**src/rtl/sars_pkg.sv**
```systemverilog
// Shared constants and types for the stepper acceleration ramp step block.
`timescale 1ns / 1ps
`default_nettype none
package sars_pkg;

    // Field widths
    localparam int INTERVAL_W = 32;
    localparam int SPEED_W    = 24;
    localparam int ACCEL_W    = 20;
    localparam int RAMP_W     = 32;
    localparam int CFG_IDX_W  = 2;

    // Serial datapath widths
    localparam int SQ_W   = 2 * SPEED_W;  // speed squared
    localparam int NUM_W  = 36;           // divider dividend
    localparam int DEN_W  = 33;           // divider divisor and remainder
    localparam int CNT_W  = 6;            // iteration counter

    // Bit counts for each serial pass
    localparam logic [CNT_W-1:0] MUL_BITS   = 6'd24;
    localparam logic [CNT_W-1:0] STOP_BITS  = 6'd31;
    localparam logic [CNT_W-1:0] STEP_BITS  = 6'd33;
    localparam logic [CNT_W-1:0] SPEED_BITS = 6'd36;

    // 1e6 us times Q8 times Q8 speed scale
    localparam logic [NUM_W-1:0]      SPEED_NUM = 36'hF42400000;
    localparam logic [SPEED_W-1:0]    SPEED_MAX = 24'hFFFFFF;
    localparam logic [RAMP_W-1:0]     RAMP_MAX  = 32'h7FFFFFFF;
    localparam logic [RAMP_W-1:0]     RAMP_MIN  = 32'h80000000;

    // Register reset values
    localparam logic [INTERVAL_W-1:0] MIN_INTERVAL_RST   = 32'd256000;
    localparam logic [INTERVAL_W-1:0] FIRST_INTERVAL_RST = 32'd256000;
    localparam logic [ACCEL_W-1:0]    ACCEL_RST          = 20'd1;

    // Configuration register indexes
    typedef enum logic [CFG_IDX_W-1:0] {
        CFG_MIN_INTERVAL   = 2'd0,
        CFG_FIRST_INTERVAL = 2'd1,
        CFG_ACCEL          = 2'd2
    } t_cfg_idx;

endpackage
`default_nettype wire

```
**src/rtl/stepper_accel_ramp_step.sv**
```systemverilog
// Stepper linear-acceleration ramp: one step event in, one interval word out.
//
//  channel   direction  handshake                       payload
//  input     in         i_in_valid / o_in_stall         i_distance_to_go
//  result    out        o_out_valid / i_out_stall       o_interval_q8, o_speed_q8,
//                                                       o_move_cw, o_stopped, o_ramp_index
//  config    in         i_cfg_valid / o_cfg_ready       i_cfg_index, i_cfg_data
//
// One word at a time through a bit-serial shift-add multiplier and
// one shared restoring divider that retires one quotient bit per cycle.
// A ramp step runs multiply, stop divide, recurrence divide and speed divide;
// a stop ends after the stop divide and a first step skips the recurrence divide.
// The result sits in an output register, so o_in_stall drops as soon as it is
// loaded; a stalled result holds the engine in its last state until taken.
// Synchronous active-low reset returns control, ramp state and config registers to their reset values.
`timescale 1ns / 1ps
`default_nettype none
module stepper_accel_ramp_step (
    input  wire logic                                   i_clk,
    input  wire logic                                   i_rst_n,
    // input word
    input  wire logic                                   i_in_valid,
    output logic                                        o_in_stall,
    input  wire logic signed [sars_pkg::RAMP_W-1:0]     i_distance_to_go,
    // result word
    output logic                                        o_out_valid,
    input  wire logic                                   i_out_stall,
    output logic [sars_pkg::INTERVAL_W-1:0]             o_interval_q8,
    output logic [sars_pkg::SPEED_W-1:0]                o_speed_q8,
    output logic                                        o_move_cw,
    output logic                                        o_stopped,
    output logic signed [sars_pkg::RAMP_W-1:0]          o_ramp_index,
    // configuration writes
    input  wire logic                                   i_cfg_valid,
    output logic                                        o_cfg_ready,
    input  wire logic [sars_pkg::CFG_IDX_W-1:0]         i_cfg_index,
    input  wire logic [sars_pkg::INTERVAL_W-1:0]        i_cfg_data
);

    typedef enum logic [2:0] {
        ST_IDLE,
        ST_MUL,
        ST_DIV_STOP,
        ST_STEP_LOAD,
        ST_DIV_STEP,
        ST_DIV_SPEED,
        ST_FINISH
    } t_state;

    t_state r_state;

    // config registers
    logic [sars_pkg::INTERVAL_W-1:0] r_min_interval;
    logic [sars_pkg::INTERVAL_W-1:0] r_first_interval;
    logic [sars_pkg::ACCEL_W-1:0]    r_accel;

    // ramp state
    logic [sars_pkg::RAMP_W-1:0]     r_ramp;
    logic [sars_pkg::INTERVAL_W-1:0] r_interval;
    logic [sars_pkg::SPEED_W-1:0]    r_speed;
    logic                            r_dir;
    logic                            r_stopped;
    logic [sars_pkg::RAMP_W-1:0]     r_d;

    // serial datapath
    logic [sars_pkg::SQ_W-1:0]       r_acc;
    logic [sars_pkg::SPEED_W-1:0]    r_mplr;
    logic [sars_pkg::NUM_W-1:0]      r_num;
    logic [sars_pkg::DEN_W-1:0]      r_den;
    logic [sars_pkg::DEN_W-1:0]      r_rem;
    logic [sars_pkg::NUM_W-1:0]      r_quo;
    logic [sars_pkg::CNT_W-1:0]      r_cnt;

    // output register
    logic                            r_out_valid;
    logic [sars_pkg::INTERVAL_W-1:0] r_o_interval;
    logic [sars_pkg::SPEED_W-1:0]    r_o_speed;
    logic                            r_o_dir;
    logic                            r_o_stopped;
    logic [sars_pkg::RAMP_W-1:0]     r_o_ramp;

    // shift-add multiply step, multiplier MSB first
    logic [sars_pkg::SQ_W-1:0] w_mul_nx;
    assign w_mul_nx = {r_acc[sars_pkg::SQ_W-2:0], 1'b0}
                    + (r_mplr[sars_pkg::SPEED_W-1]
                       ? {{sars_pkg::SPEED_W{1'b0}}, r_speed}
                       : {sars_pkg::SQ_W{1'b0}});

    // restoring divide step, one quotient bit per cycle
    logic [sars_pkg::DEN_W:0]   w_rem_ext;
    logic [sars_pkg::DEN_W+1:0] w_diff;
    logic                       w_qbit;
    logic [sars_pkg::DEN_W-1:0] w_rem_nx;
    assign w_rem_ext = {r_rem, r_num[sars_pkg::NUM_W-1]};
    assign w_diff    = {1'b0, w_rem_ext} - {2'b00, r_den};
    assign w_qbit    = ~w_diff[sars_pkg::DEN_W+1];
    assign w_rem_nx  = w_qbit ? w_diff[sars_pkg::DEN_W-1:0]
                              : w_rem_ext[sars_pkg::DEN_W-1:0];

    // divisor for the stop count; zero acceleration acts as one
    logic [sars_pkg::ACCEL_W-1:0] w_accel_div;
    assign w_accel_div = (r_accel == '0) ? sars_pkg::ACCEL_RST : r_accel;

    // accel/decel decision once stop steps are known
    logic [30:0]                 w_sts;
    logic                        w_d_zero;
    logic [sars_pkg::RAMP_W-1:0] w_ad;
    logic                        w_sts_ge_ad;
    logic                        w_want_cw;
    logic                        w_dir_diff;
    logic                        w_stop;
    logic                        w_ramp_pos;
    logic [sars_pkg::RAMP_W-1:0] n_ramp_dec;

    assign w_sts       = r_quo[30:0];
    assign w_d_zero    = (r_d == '0);
    assign w_ad        = r_d[sars_pkg::RAMP_W-1] ? (~r_d + 32'd1) : r_d;
    assign w_sts_ge_ad = ({1'b0, w_sts} >= w_ad);
    assign w_want_cw   = !r_d[sars_pkg::RAMP_W-1] && !w_d_zero;
    assign w_dir_diff  = (r_dir != w_want_cw);
    assign w_stop      = w_d_zero && (w_sts <= 31'd1);
    assign w_ramp_pos  = !r_ramp[sars_pkg::RAMP_W-1] && (r_ramp != '0);

    always_comb begin
        n_ramp_dec = r_ramp;
        if (!w_d_zero) begin
            if (w_ramp_pos) begin
                if (w_sts_ge_ad || w_dir_diff) begin
                    n_ramp_dec = ~{1'b0, w_sts} + 32'd1;
                end
            end else if (r_ramp[sars_pkg::RAMP_W-1]) begin
                if (!w_sts_ge_ad && !w_dir_diff) begin
                    n_ramp_dec = (r_ramp == sars_pkg::RAMP_MIN) ? sars_pkg::RAMP_MAX
                                                                : (~r_ramp + 32'd1);
                end
            end
        end
    end

    // divisor |4n+1| for the interval recurrence
    logic [sars_pkg::RAMP_W-1:0] w_abs_n;
    logic [sars_pkg::DEN_W:0]    w_mag_neg;
    logic [sars_pkg::DEN_W-1:0]  w_mag;
    assign w_abs_n   = r_ramp[sars_pkg::RAMP_W-1] ? (~r_ramp + 32'd1) : r_ramp;
    assign w_mag_neg = {w_abs_n, 2'b00} - 34'd1;
    assign w_mag     = r_ramp[sars_pkg::RAMP_W-1] ? w_mag_neg[sars_pkg::DEN_W-1:0]
                                                  : {r_ramp[30:0], 2'b01};

    // apply the quotient: shrink while accelerating, grow while decelerating
    logic [sars_pkg::DEN_W-1:0]      w_q;
    logic [sars_pkg::DEN_W-1:0]      w_sub;
    logic [sars_pkg::DEN_W:0]        w_add;
    logic [sars_pkg::INTERVAL_W-1:0] w_sum_sat;
    logic [sars_pkg::INTERVAL_W-1:0] w_r;
    logic [sars_pkg::INTERVAL_W-1:0] n_interval_step;
    logic [sars_pkg::RAMP_W-1:0]     n_ramp_inc;

    assign w_q       = r_quo[sars_pkg::DEN_W-1:0];
    assign w_sub     = ({1'b0, r_interval} >= w_q) ? ({1'b0, r_interval} - w_q) : '0;
    assign w_add     = {2'b00, r_interval} + {1'b0, w_q};
    assign w_sum_sat = (|w_add[sars_pkg::DEN_W:sars_pkg::INTERVAL_W])
                       ? {sars_pkg::INTERVAL_W{1'b1}}
                       : w_add[sars_pkg::INTERVAL_W-1:0];
    assign w_r       = r_ramp[sars_pkg::RAMP_W-1] ? w_sum_sat
                                                  : w_sub[sars_pkg::INTERVAL_W-1:0];
    assign n_interval_step = (w_r < r_min_interval) ? r_min_interval : w_r;
    assign n_ramp_inc = (r_ramp == sars_pkg::RAMP_MAX) ? sars_pkg::RAMP_MAX
                                                       : (r_ramp + 32'd1);

    // speed quotient saturates to 24 bits
    logic [sars_pkg::SPEED_W-1:0] n_speed;
    assign n_speed = (|r_quo[sars_pkg::NUM_W-1:sars_pkg::SPEED_W])
                     ? sars_pkg::SPEED_MAX : r_quo[sars_pkg::SPEED_W-1:0];

    // engine, state and output register
    always_ff @(posedge i_clk) begin
        if (!i_rst_n) begin
            r_state          <= ST_IDLE;
            r_min_interval   <= sars_pkg::MIN_INTERVAL_RST;
            r_first_interval <= sars_pkg::FIRST_INTERVAL_RST;
            r_accel          <= sars_pkg::ACCEL_RST;
            r_ramp           <= '0;
            r_interval       <= sars_pkg::FIRST_INTERVAL_RST;
            r_speed          <= '0;
            r_dir            <= 1'b0;
            r_stopped        <= 1'b0;
            r_out_valid      <= 1'b0;
            r_cnt            <= '0;
        end else begin
            // config writes, taken while idle
            if (i_cfg_valid && o_cfg_ready) begin
                case (i_cfg_index)
                    sars_pkg::CFG_MIN_INTERVAL:   r_min_interval   <= i_cfg_data;
                    sars_pkg::CFG_FIRST_INTERVAL: r_first_interval <= i_cfg_data;
                    sars_pkg::CFG_ACCEL:
                        r_accel <= i_cfg_data[sars_pkg::ACCEL_W-1:0];
                    default: ;
                endcase
            end

            // result taken; a finishing word refills the register below instead
            if (r_out_valid && !i_out_stall && (r_state != ST_FINISH)) begin
                r_out_valid <= 1'b0;
            end

            case (r_state)
                ST_IDLE: begin
                    if (i_in_valid) begin
                        r_d       <= i_distance_to_go;
                        r_acc     <= '0;
                        r_mplr    <= r_speed;
                        r_cnt     <= sars_pkg::MUL_BITS;
                        r_stopped <= 1'b0;
                        r_state   <= ST_MUL;
                    end
                end

                ST_MUL: begin
                    if (r_cnt != '0) begin
                        r_acc  <= w_mul_nx;
                        r_mplr <= {r_mplr[sars_pkg::SPEED_W-2:0], 1'b0};
                        r_cnt  <= r_cnt - 6'd1;
                    end else begin
                        // speed^2 >> 17, left aligned in the dividend
                        r_num   <= {r_acc[sars_pkg::SQ_W-1:17], 5'b00000};
                        r_den   <= {{(sars_pkg::DEN_W-sars_pkg::ACCEL_W){1'b0}},
                                    w_accel_div};
                        r_rem   <= '0;
                        r_quo   <= '0;
                        r_cnt   <= sars_pkg::STOP_BITS;
                        r_state <= ST_DIV_STOP;
                    end
                end

                ST_DIV_STOP: begin
                    if (r_cnt != '0) begin
                        r_rem <= w_rem_nx;
                        r_num <= {r_num[sars_pkg::NUM_W-2:0], 1'b0};
                        r_quo <= {r_quo[sars_pkg::NUM_W-2:0], w_qbit};
                        r_cnt <= r_cnt - 6'd1;
                    end else if (w_stop) begin
                        r_ramp    <= '0;
                        r_speed   <= '0;
                        r_stopped <= 1'b1;
                        r_state   <= ST_FINISH;
                    end else if (n_ramp_dec == '0) begin
                        // start from rest
                        r_ramp     <= 32'd1;
                        r_interval <= r_first_interval;
                        r_dir      <= w_want_cw;
                        r_num      <= sars_pkg::SPEED_NUM;
                        r_den      <= {1'b0, r_first_interval};
                        r_rem      <= '0;
                        r_quo      <= '0;
                        r_cnt      <= sars_pkg::SPEED_BITS;
                        r_state    <= ST_DIV_SPEED;
                    end else begin
                        r_ramp  <= n_ramp_dec;
                        r_state <= ST_STEP_LOAD;
                    end
                end

                ST_STEP_LOAD: begin
                    // dividend 2c, divisor |4n+1|
                    r_num   <= {r_interval, 1'b0, 3'b000};
                    r_den   <= w_mag;
                    r_rem   <= '0;
                    r_quo   <= '0;
                    r_cnt   <= sars_pkg::STEP_BITS;
                    r_state <= ST_DIV_STEP;
                end

                ST_DIV_STEP: begin
                    if (r_cnt != '0) begin
                        r_rem <= w_rem_nx;
                        r_num <= {r_num[sars_pkg::NUM_W-2:0], 1'b0};
                        r_quo <= {r_quo[sars_pkg::NUM_W-2:0], w_qbit};
                        r_cnt <= r_cnt - 6'd1;
                    end else begin
                        r_interval <= n_interval_step;
                        r_ramp     <= n_ramp_inc;
                        r_num      <= sars_pkg::SPEED_NUM;
                        r_den      <= {1'b0, n_interval_step};
                        r_rem      <= '0;
                        r_quo      <= '0;
                        r_cnt      <= sars_pkg::SPEED_BITS;
                        r_state    <= ST_DIV_SPEED;
                    end
                end

                ST_DIV_SPEED: begin
                    // a zero interval divides to all ones, which saturates
                    if (r_cnt != '0) begin
                        r_rem <= w_rem_nx;
                        r_num <= {r_num[sars_pkg::NUM_W-2:0], 1'b0};
                        r_quo <= {r_quo[sars_pkg::NUM_W-2:0], w_qbit};
                        r_cnt <= r_cnt - 6'd1;
                    end else begin
                        r_speed <= n_speed;
                        r_state <= ST_FINISH;
                    end
                end

                ST_FINISH: begin
                    if (!r_out_valid || !i_out_stall) begin
                        r_out_valid  <= 1'b1;
                        r_o_interval <= r_stopped ? '0 : r_interval;
                        r_o_speed    <= r_speed;
                        r_o_dir      <= r_dir;
                        r_o_stopped  <= r_stopped;
                        r_o_ramp     <= r_ramp;
                        r_state      <= ST_IDLE;
                    end
                end

                default: r_state <= ST_IDLE;
            endcase
        end
    end

    assign o_in_stall    = (r_state != ST_IDLE);
    assign o_cfg_ready   = (r_state == ST_IDLE);
    assign o_out_valid   = r_out_valid;
    assign o_interval_q8 = r_o_interval;
    assign o_speed_q8    = r_o_speed;
    assign o_move_cw     = r_o_dir;
    assign o_stopped     = r_o_stopped;
    assign o_ramp_index  = r_o_ramp;

endmodule
`default_nettype wire

```
**config.mk**
```make
export PLATFORM = sky130hd
export DESIGN_NAME = stepper_accel_ramp_step
export DESIGN_NICKNAME = d
export VERILOG_FILES = /design/src/rtl/sars_pkg.sv /design/src/rtl/stepper_accel_ramp_step.sv
export SDC_FILE = /design/constraint.sdc
export NUM_CORES = 1
export LEC_CHECK = 0
export BUFFER_PORTS_ARGS = -buffer_cell sky130_fd_sc_hd__buf_2
export CAP_MARGIN = 20
export CELL_PAD_IN_SITES_DETAIL_PLACEMENT = 1
export CELL_PAD_IN_SITES_GLOBAL_PLACEMENT = 1
export CORE_ASPECT_RATIO = 0.75
export CORE_MARGIN = 5
export CORE_UTILIZATION = 40
export CTS_BUF_LIST = sky130_fd_sc_hd__clkbuf_4
export DETAILED_ROUTE_END_ITERATION = 12
export HOLD_SLACK_MARGIN = 0.08
export MAX_ROUTING_LAYER = met4
export PLACE_DENSITY_LB_ADDON = 0.1
export RECOVER_POWER = 25
export SLEW_MARGIN = 10
export SYNTH_ARGS = -nofsm -noshare
export SYNTH_HDL_FRONTEND = slang
export SYNTH_SLANG_ARGS = --single-unit
```
**constraint.sdc**
```tcl
create_clock -name i_clk -period 14.5 [get_ports i_clk]
set_input_delay 0.725 -clock i_clk [delete_from_list [all_inputs] [get_ports i_clk]]
set_output_delay 0.725 -clock i_clk [all_outputs]
set_load 0.01 [all_outputs]
```
==> After elaboration in Yosys (flattened, before gate mapping) <==
Index checks and enable logic that the tools add are counted.
Widths: inputs -> output; s select.
{ "op_classes": {"div_mod_pow": 0, "reduce_logical": 48, "order_cmp": 4, "bitwise": 6, "shift": 0, "multipliers": 0, "mux": 89, "n_addsub": 10, "n_eq_ne": 25} }
{ "op_table": {"columns": ["op", "count"], "rows": [
  ["$mux 32", 20],
  ["$mux 36", 12],
  ["$mux 33", 13],
  ["$pmux 36 s5", 2],
  ["$mux 24", 7],
  ["$pmux 33 s5", 1],
  ["$pmux 33 s4", 1],
  ["$add 32x1->32 const B", 4],
  ["$pmux 32 s2", 2],
  ["$mux 48", 2],
  ["$pmux 24 s2", 2],
  ["$pmux 48 s2", 1],
  ["$logic_not 32->1", 2],
  ["$not 32->32", 2],
  ["$add 48x24->48", 1],
  ["$mux 6", 7],
  ["$pmux 6 s6", 1],
  ["$sub 34x33->35", 1],
  ["$add 32x33->34", 1],
  ["$ge 32x33->1", 1],
  ["$sub 33x1->33 const B", 1],
  ["$eq 32x31->1 const B", 1],
  ["$eq 32x32->1 const B", 1],
  ["$ge 31x32->1", 1],
  ["40 further kinds", 95]
]} }
{ "totals": {"latch_bits": 0, "memories": 0, "rom_bits": 0, "ff_bits": 516, "input_bits": 71, "out_inout_bits": 93, "ram_bits": 0} }

==> Logic depth before layout (Yosys ltp) <==
{ "depth": {"ltp_word": 15, "ltp_mapped": 29, "ltp_nobuf": 28} }

==> Least setup slack after synthesis <==
OpenSTA, ideal clock, no wires.
{ "synth_path": {"path_kind": "reg2reg", "from": "register r_d[4] (netlist bit)", "to": "register r_num[10] (netlist bit) (enable)", "path_stages_with_launch": 21, "period_less_slack_ns": 11.032, "arrival_ns": 10.411, "setup_time_ns": 0.621, "setup_slack_ns": 3.468, "path_buffers": 0, "path_cell_list": "edfxtp_1 -> or4_1 -> nor3_4 -> nand2_1 -> or3_1 -> o31ai_1 -> xor2_1 -> ha_1 -> nand4_1 -> o21ai_0 -> o221a_2 -> o21ai_1 -> o211ai_4 -> o31ai_1 -> o32ai_1 -> or4_1 -> or4_1 -> and2_4 -> nor4_2 -> o21ai_0 -> a31oi_1"} }
{ "synth_via": {"elab_chain_cells": 13, "word_cells_on_any_way": 22, "classes_between": "1 x add/sub; 1 x order compare; 3 x eq/ne; 6 x mux; 1 x bitwise; 10 x reduce/logical"} }
{ "synth_lines": {"columns": ["item", "line_no", "source"], "rows": [
  ["from (decl)", "stepper_accel_ramp_step.sv:63", "logic [sars_pkg::RAMP_W-1:0] r_d;"],
  ["from (signal assigned)", "stepper_accel_ramp_step.sv:209", "r_d <= i_distance_to_go;"],
  ["$not 32->32 / $logic_not 32->1 (equally long branches)", "stepper_accel_ramp_step.sv:117, stepper_accel_ramp_step.sv:116", null],
  ["$add 32x1->32 / $logic_not 1->1 (equally long branches)", null, null],
  ["$mux 32 / $logic_and 1x1->1 (equally long branches)", "stepper_accel_ramp_step.sv:117, stepper_accel_ramp_step.sv:119", null],
  ["$ge 31x32->1 / $ne 1x1->1 (equally long branches)", "stepper_accel_ramp_step.sv:118, stepper_accel_ramp_step.sv:120", null],
  ["$logic_not 1->1", "stepper_accel_ramp_step.sv:132", "if (!w_sts_ge_ad && !w_dir_diff) begin"],
  ["$logic_and 1x1->1", "stepper_accel_ramp_step.sv:132", null],
  ["$mux 32", "stepper_accel_ramp_step.sv:132", null],
  ["$mux 32", "stepper_accel_ramp_step.sv:131", "end else if (r_ramp[sars_pkg::RAMP_W-1]) begin"],
  ["$mux 32", "stepper_accel_ramp_step.sv:127", "if (w_ramp_pos) begin"],
  ["$mux 32", "stepper_accel_ramp_step.sv:126", "if (!w_d_zero) begin"],
  ["$logic_not 32->1", "stepper_accel_ramp_step.sv:246", "end else if (n_ramp_dec == '0) begin"],
  ["$ne 3x3->1 (no source line)", null, null],
  ["$reduce_and 6->1 (no source line) *", null, null],
  ["to (signal assigned)", "stepper_accel_ramp_step.sv:238", "r_num <= {r_num[sars_pkg::NUM_W-2:0], 1'b0};"],
  ["to (signal assigned)", "stepper_accel_ramp_step.sv:251", "r_num <= sars_pkg::SPEED_NUM;"],
  ["to (signal assigned)", "stepper_accel_ramp_step.sv:265", "r_num <= {r_interval, 1'b0, 3'b000};"],
  ["to (decl)", "stepper_accel_ramp_step.sv:68", "logic [sars_pkg::NUM_W-1:0] r_num;"]
]} }
Mark *: on every way between the ends. The rest lies on a longest branch, timed or not.
A chain may end at the register's enable or synchronous reset.

==> Final worst setup path <==
{ "layout_path": {"from": "register r_d[4] (netlist bit)", "to": "register r_num[34] (netlist bit) (enable)"} }
The elaborated chain is that of the path after synthesis.

==> qor.csv <==
stage,metric,value,unit
global_route,pin count of the biggest net entering global routing,78,
placement,Buffers on Ports,163,
logic_synthesis,post-synthesis register bit count,512,
layout,Final nets,4426,
pwr,P_leak,15.1,nW
timing,Slew Limit Headroom,-0.904,
timing,Final setup viols,0,
floorplan,die area,92200,sq um
setup_path,Startpoint Class,flop,
logic_synthesis,"Avg Cell Area, Syn",8.73,sq um
routing,vias per cell,6.12,
logic_synthesis,Cell variety after synth,99,
setup_path,R2R depth,22,
clocking,CTS resizes,0,
run_status,failing checks,"capacitance limit, slew limit",
pwr,PwrDens,216,nW/um^2
global_route,vias in the first global route,32300,
placement,GP Congestion,0.971,
setup_path,crit path kind,flop to flop,
hold_path,HP Class,input pin to flop,
routing,Total Wirelength,152000,um
timing,RSZ-0062 raised after global routing,no,
clocking,H-tree depth,4,
timing,final worst-path cycle share,0.645,
global_route,met1 Track Usage GR,0.487,
global_route,met2 Resource Use GR,0.448,
clocking,Clock transition at path regs,70,ps
clocking,clock latency on the worst-skew pair,1060,ps
logic_synthesis,Syn Nets,4209,
clocking,clk sinks,512,
pwr,Peak VDD IR,0.144,mV
setup_path,CP arrival,9980,ps
global_route,first-pass GRT wire length,223000,um
global_route,initial antenna violation count,12,
layout,"leading cell type in the layout, fill and taps excluded",nand2_1,
logic_synthesis,Area contributors post-synth,"edfxtp_1 (29%), dfxtp_1 (11%), ha_1 (6.8%), a21oi_1 (4.9%), nand2_1 (4.5%)",
global_route,gr ovfl total,0,
run_status,status,"complete, but fails checks",
routing,vias post-DR,33200,
clocking,CTS tree,done,
layout,Synth-to-Final Area Change,13.4,%
floorplan,I/O Pins,164,
timing,WHS,236,ps
timing,Fmax achieved,0.107,GHz
routing,post-DR wirelength/cell,28.0,um
placement,dpl ws,5460,ps
clocking,Clock Tree Buf Depth,3,
floorplan,row count,93,
layout,"commonest non-fill, non-tap cells in the layout","nand2_1 (409), nor2_1 (350), a21oi_1 (337)",
routing,Routed Antenna Nets,0,
logic_synthesis,Synth warnings,0,
global_route,GR Util met3,0.0818,
timing,worst slew pin tran,2860,ps
setup_path,CP endpoint kind,flop,
floorplan,die height,264,um
logic_synthesis,Main synth FF type,edfxtp_1,
logic_synthesis,Synth area leader,edfxtp_1,
setup_path,maximum fanout along the worst path,67,
flow_run,max-cap violations,8,
clocking,total clock buffers created by CTS,143,
logic_synthesis,Mapped Cells,3946,
routing,Pre-antenna DRT Iters,8,
timing,Sum Neg Setup Slack,0,ps
timing,final-report hold violation count,0,
logic_synthesis,Synth top area share,0.286,
clocking,setup bufs post-CTS,0,
timing,final worst setup slack,5150,ps
timing,min cycle time layout,9350,ps
clocking,CTS root buf,clkbuf_4,
floorplan,Starting Density,0.402,
layout,layout cell share with drive strength beyond 1,0.115,
logic_synthesis,Post-synth EDFFs,328,
global_route,busiest layer in global routing,met1,
logic_synthesis,area of the mapped netlist,34500,sq um
global_route,Tot GR Track Use,0.330,
logic_synthesis,sequential cell area fraction in the yosys report,0.393,
timing,Final Max Slew Viols,284,
routing,Starting DRT DRC Count,3905,
floorplan,total core area,85600,sq um
routing,DRC violations left,0,
placement,Post-DP HPWL,113000,um
floorplan,Die X,349,um
hold_path,hold path depth,3,
setup_path,Critical Path RT,15130,ps
logic_synthesis,Post-synth ARST share,0,
timing,Clock Skew,81.0,ps
[synthesized netlist by cell type (all sizes together), types with 54 or more instances]
cell type,number
nand3,105
mux2i,55
nand4,55
clkbuf,218
a31oi,54
a21oi,339
xnor2,153
o21ai,254
ha,188
xor2,86
edfxtp,328
o31ai,54
dfxtp,184
inv,204
nor2,358
nor3,109
nand2,410
[area by class of cell]
class / instances / area [sq um]
Fill cell: 10200 / 46600
Multi-Input combinational cell: 2976 / 19300
Sequential cell: 512 / 13500
Timing Repair Buffer: 325 / 2040
Clock buffer: 220 / 1650
Tap cell: 1140 / 1430
Inverter: 205 / 772
Clock inverter: 41 / 278
Antenna cell: 12 / 30.0
[kinds of logic (layout without fill, tap and decap cells)]
group	Yosys count	in the layout	share of synthesized area
mux	80	80	0.0242
simple gates	1329	1329	0.184
compound gates	1136	1136	0.217
buf+inv	458	791	0.0508
fa+ha+maj	192	192	0.0706
other cells	0	12	0
flops	512	512	0.393
xor+xnor	239	239	0.0613
[worst max-delay path, cell delays in order (launching register included)]
cell and delay [ps]:
edfxtp_1 420, or4_1 660, nor4_2 470, nand2_1 280
o21ai_0 310, xor2_1 510, ha_1 420, a21oi_1 170
o21a_1 130, o21ai_0 80, a21oi_1 490, o211ai_4 130
buf_4 380, o31a_1 400, a21boi_0 560, inv_1 290
nor4_1 300, nand4_1 350, nor4_2 650, o21ai_0 250
a31oi_4 280, buf_4 510, buf_4 810
[metal layers]
layer / part of all wire / vias up
met3: 0.10 / 187
met1: 0.47 / 16500
li1: - / 15000
met4: 0.022 / 0
met2: 0.41 / 1520
met5: 0 / -
[flip-flops by register name, indices dropped and copies added (netlist names), 32 cells and up]
register and flops:
r_interval 32, r_rem 33, r_den 33, r_num 32, r_ramp 32, r_first_interval 32, r_acc 48, o_interval_q8 32
o_ramp_index 32, r_min_interval 32, r_d 32, r_quo 36
[through the flow]
step           utilization  power, mW  instance area (sq um)  instances
6_report             0.456       8.44                  39100       5431
5_1_grt              0.456       8.87                  39100       5429
4_1_cts              0.457       8.30                  39200       5415
3_5_place_dp         0.427       6.79                  36600       5089
3_3_place_gp         0.427       6.77                  36600       5088
2_1_floorplan            -       5.08                  34500       3946
[power by group]
group          total (mW)  switching, mW  internal (mW)
clock network        1.46          0.724          0.738
registers            2.10          0.225           1.87
logic                4.88           3.37           1.51
[final timing paths]
path                     start  slack [ps]                 to
max                     r_d[4]        5150          r_num[34]
min                    i_rst_n         240          r_ramp[3]
max reg2reg             r_d[4]        5150          r_num[34]
min reg2reg  r_min_interval[5]         450  r_min_interval[5]
[repair_timing]
item / CTS / global route
endpoints found under the hold margin: 117 / 0
hold buffers: 65 / 0
setup endpoints to repair: 0 / 0
(Power assumes the default switching activity.)
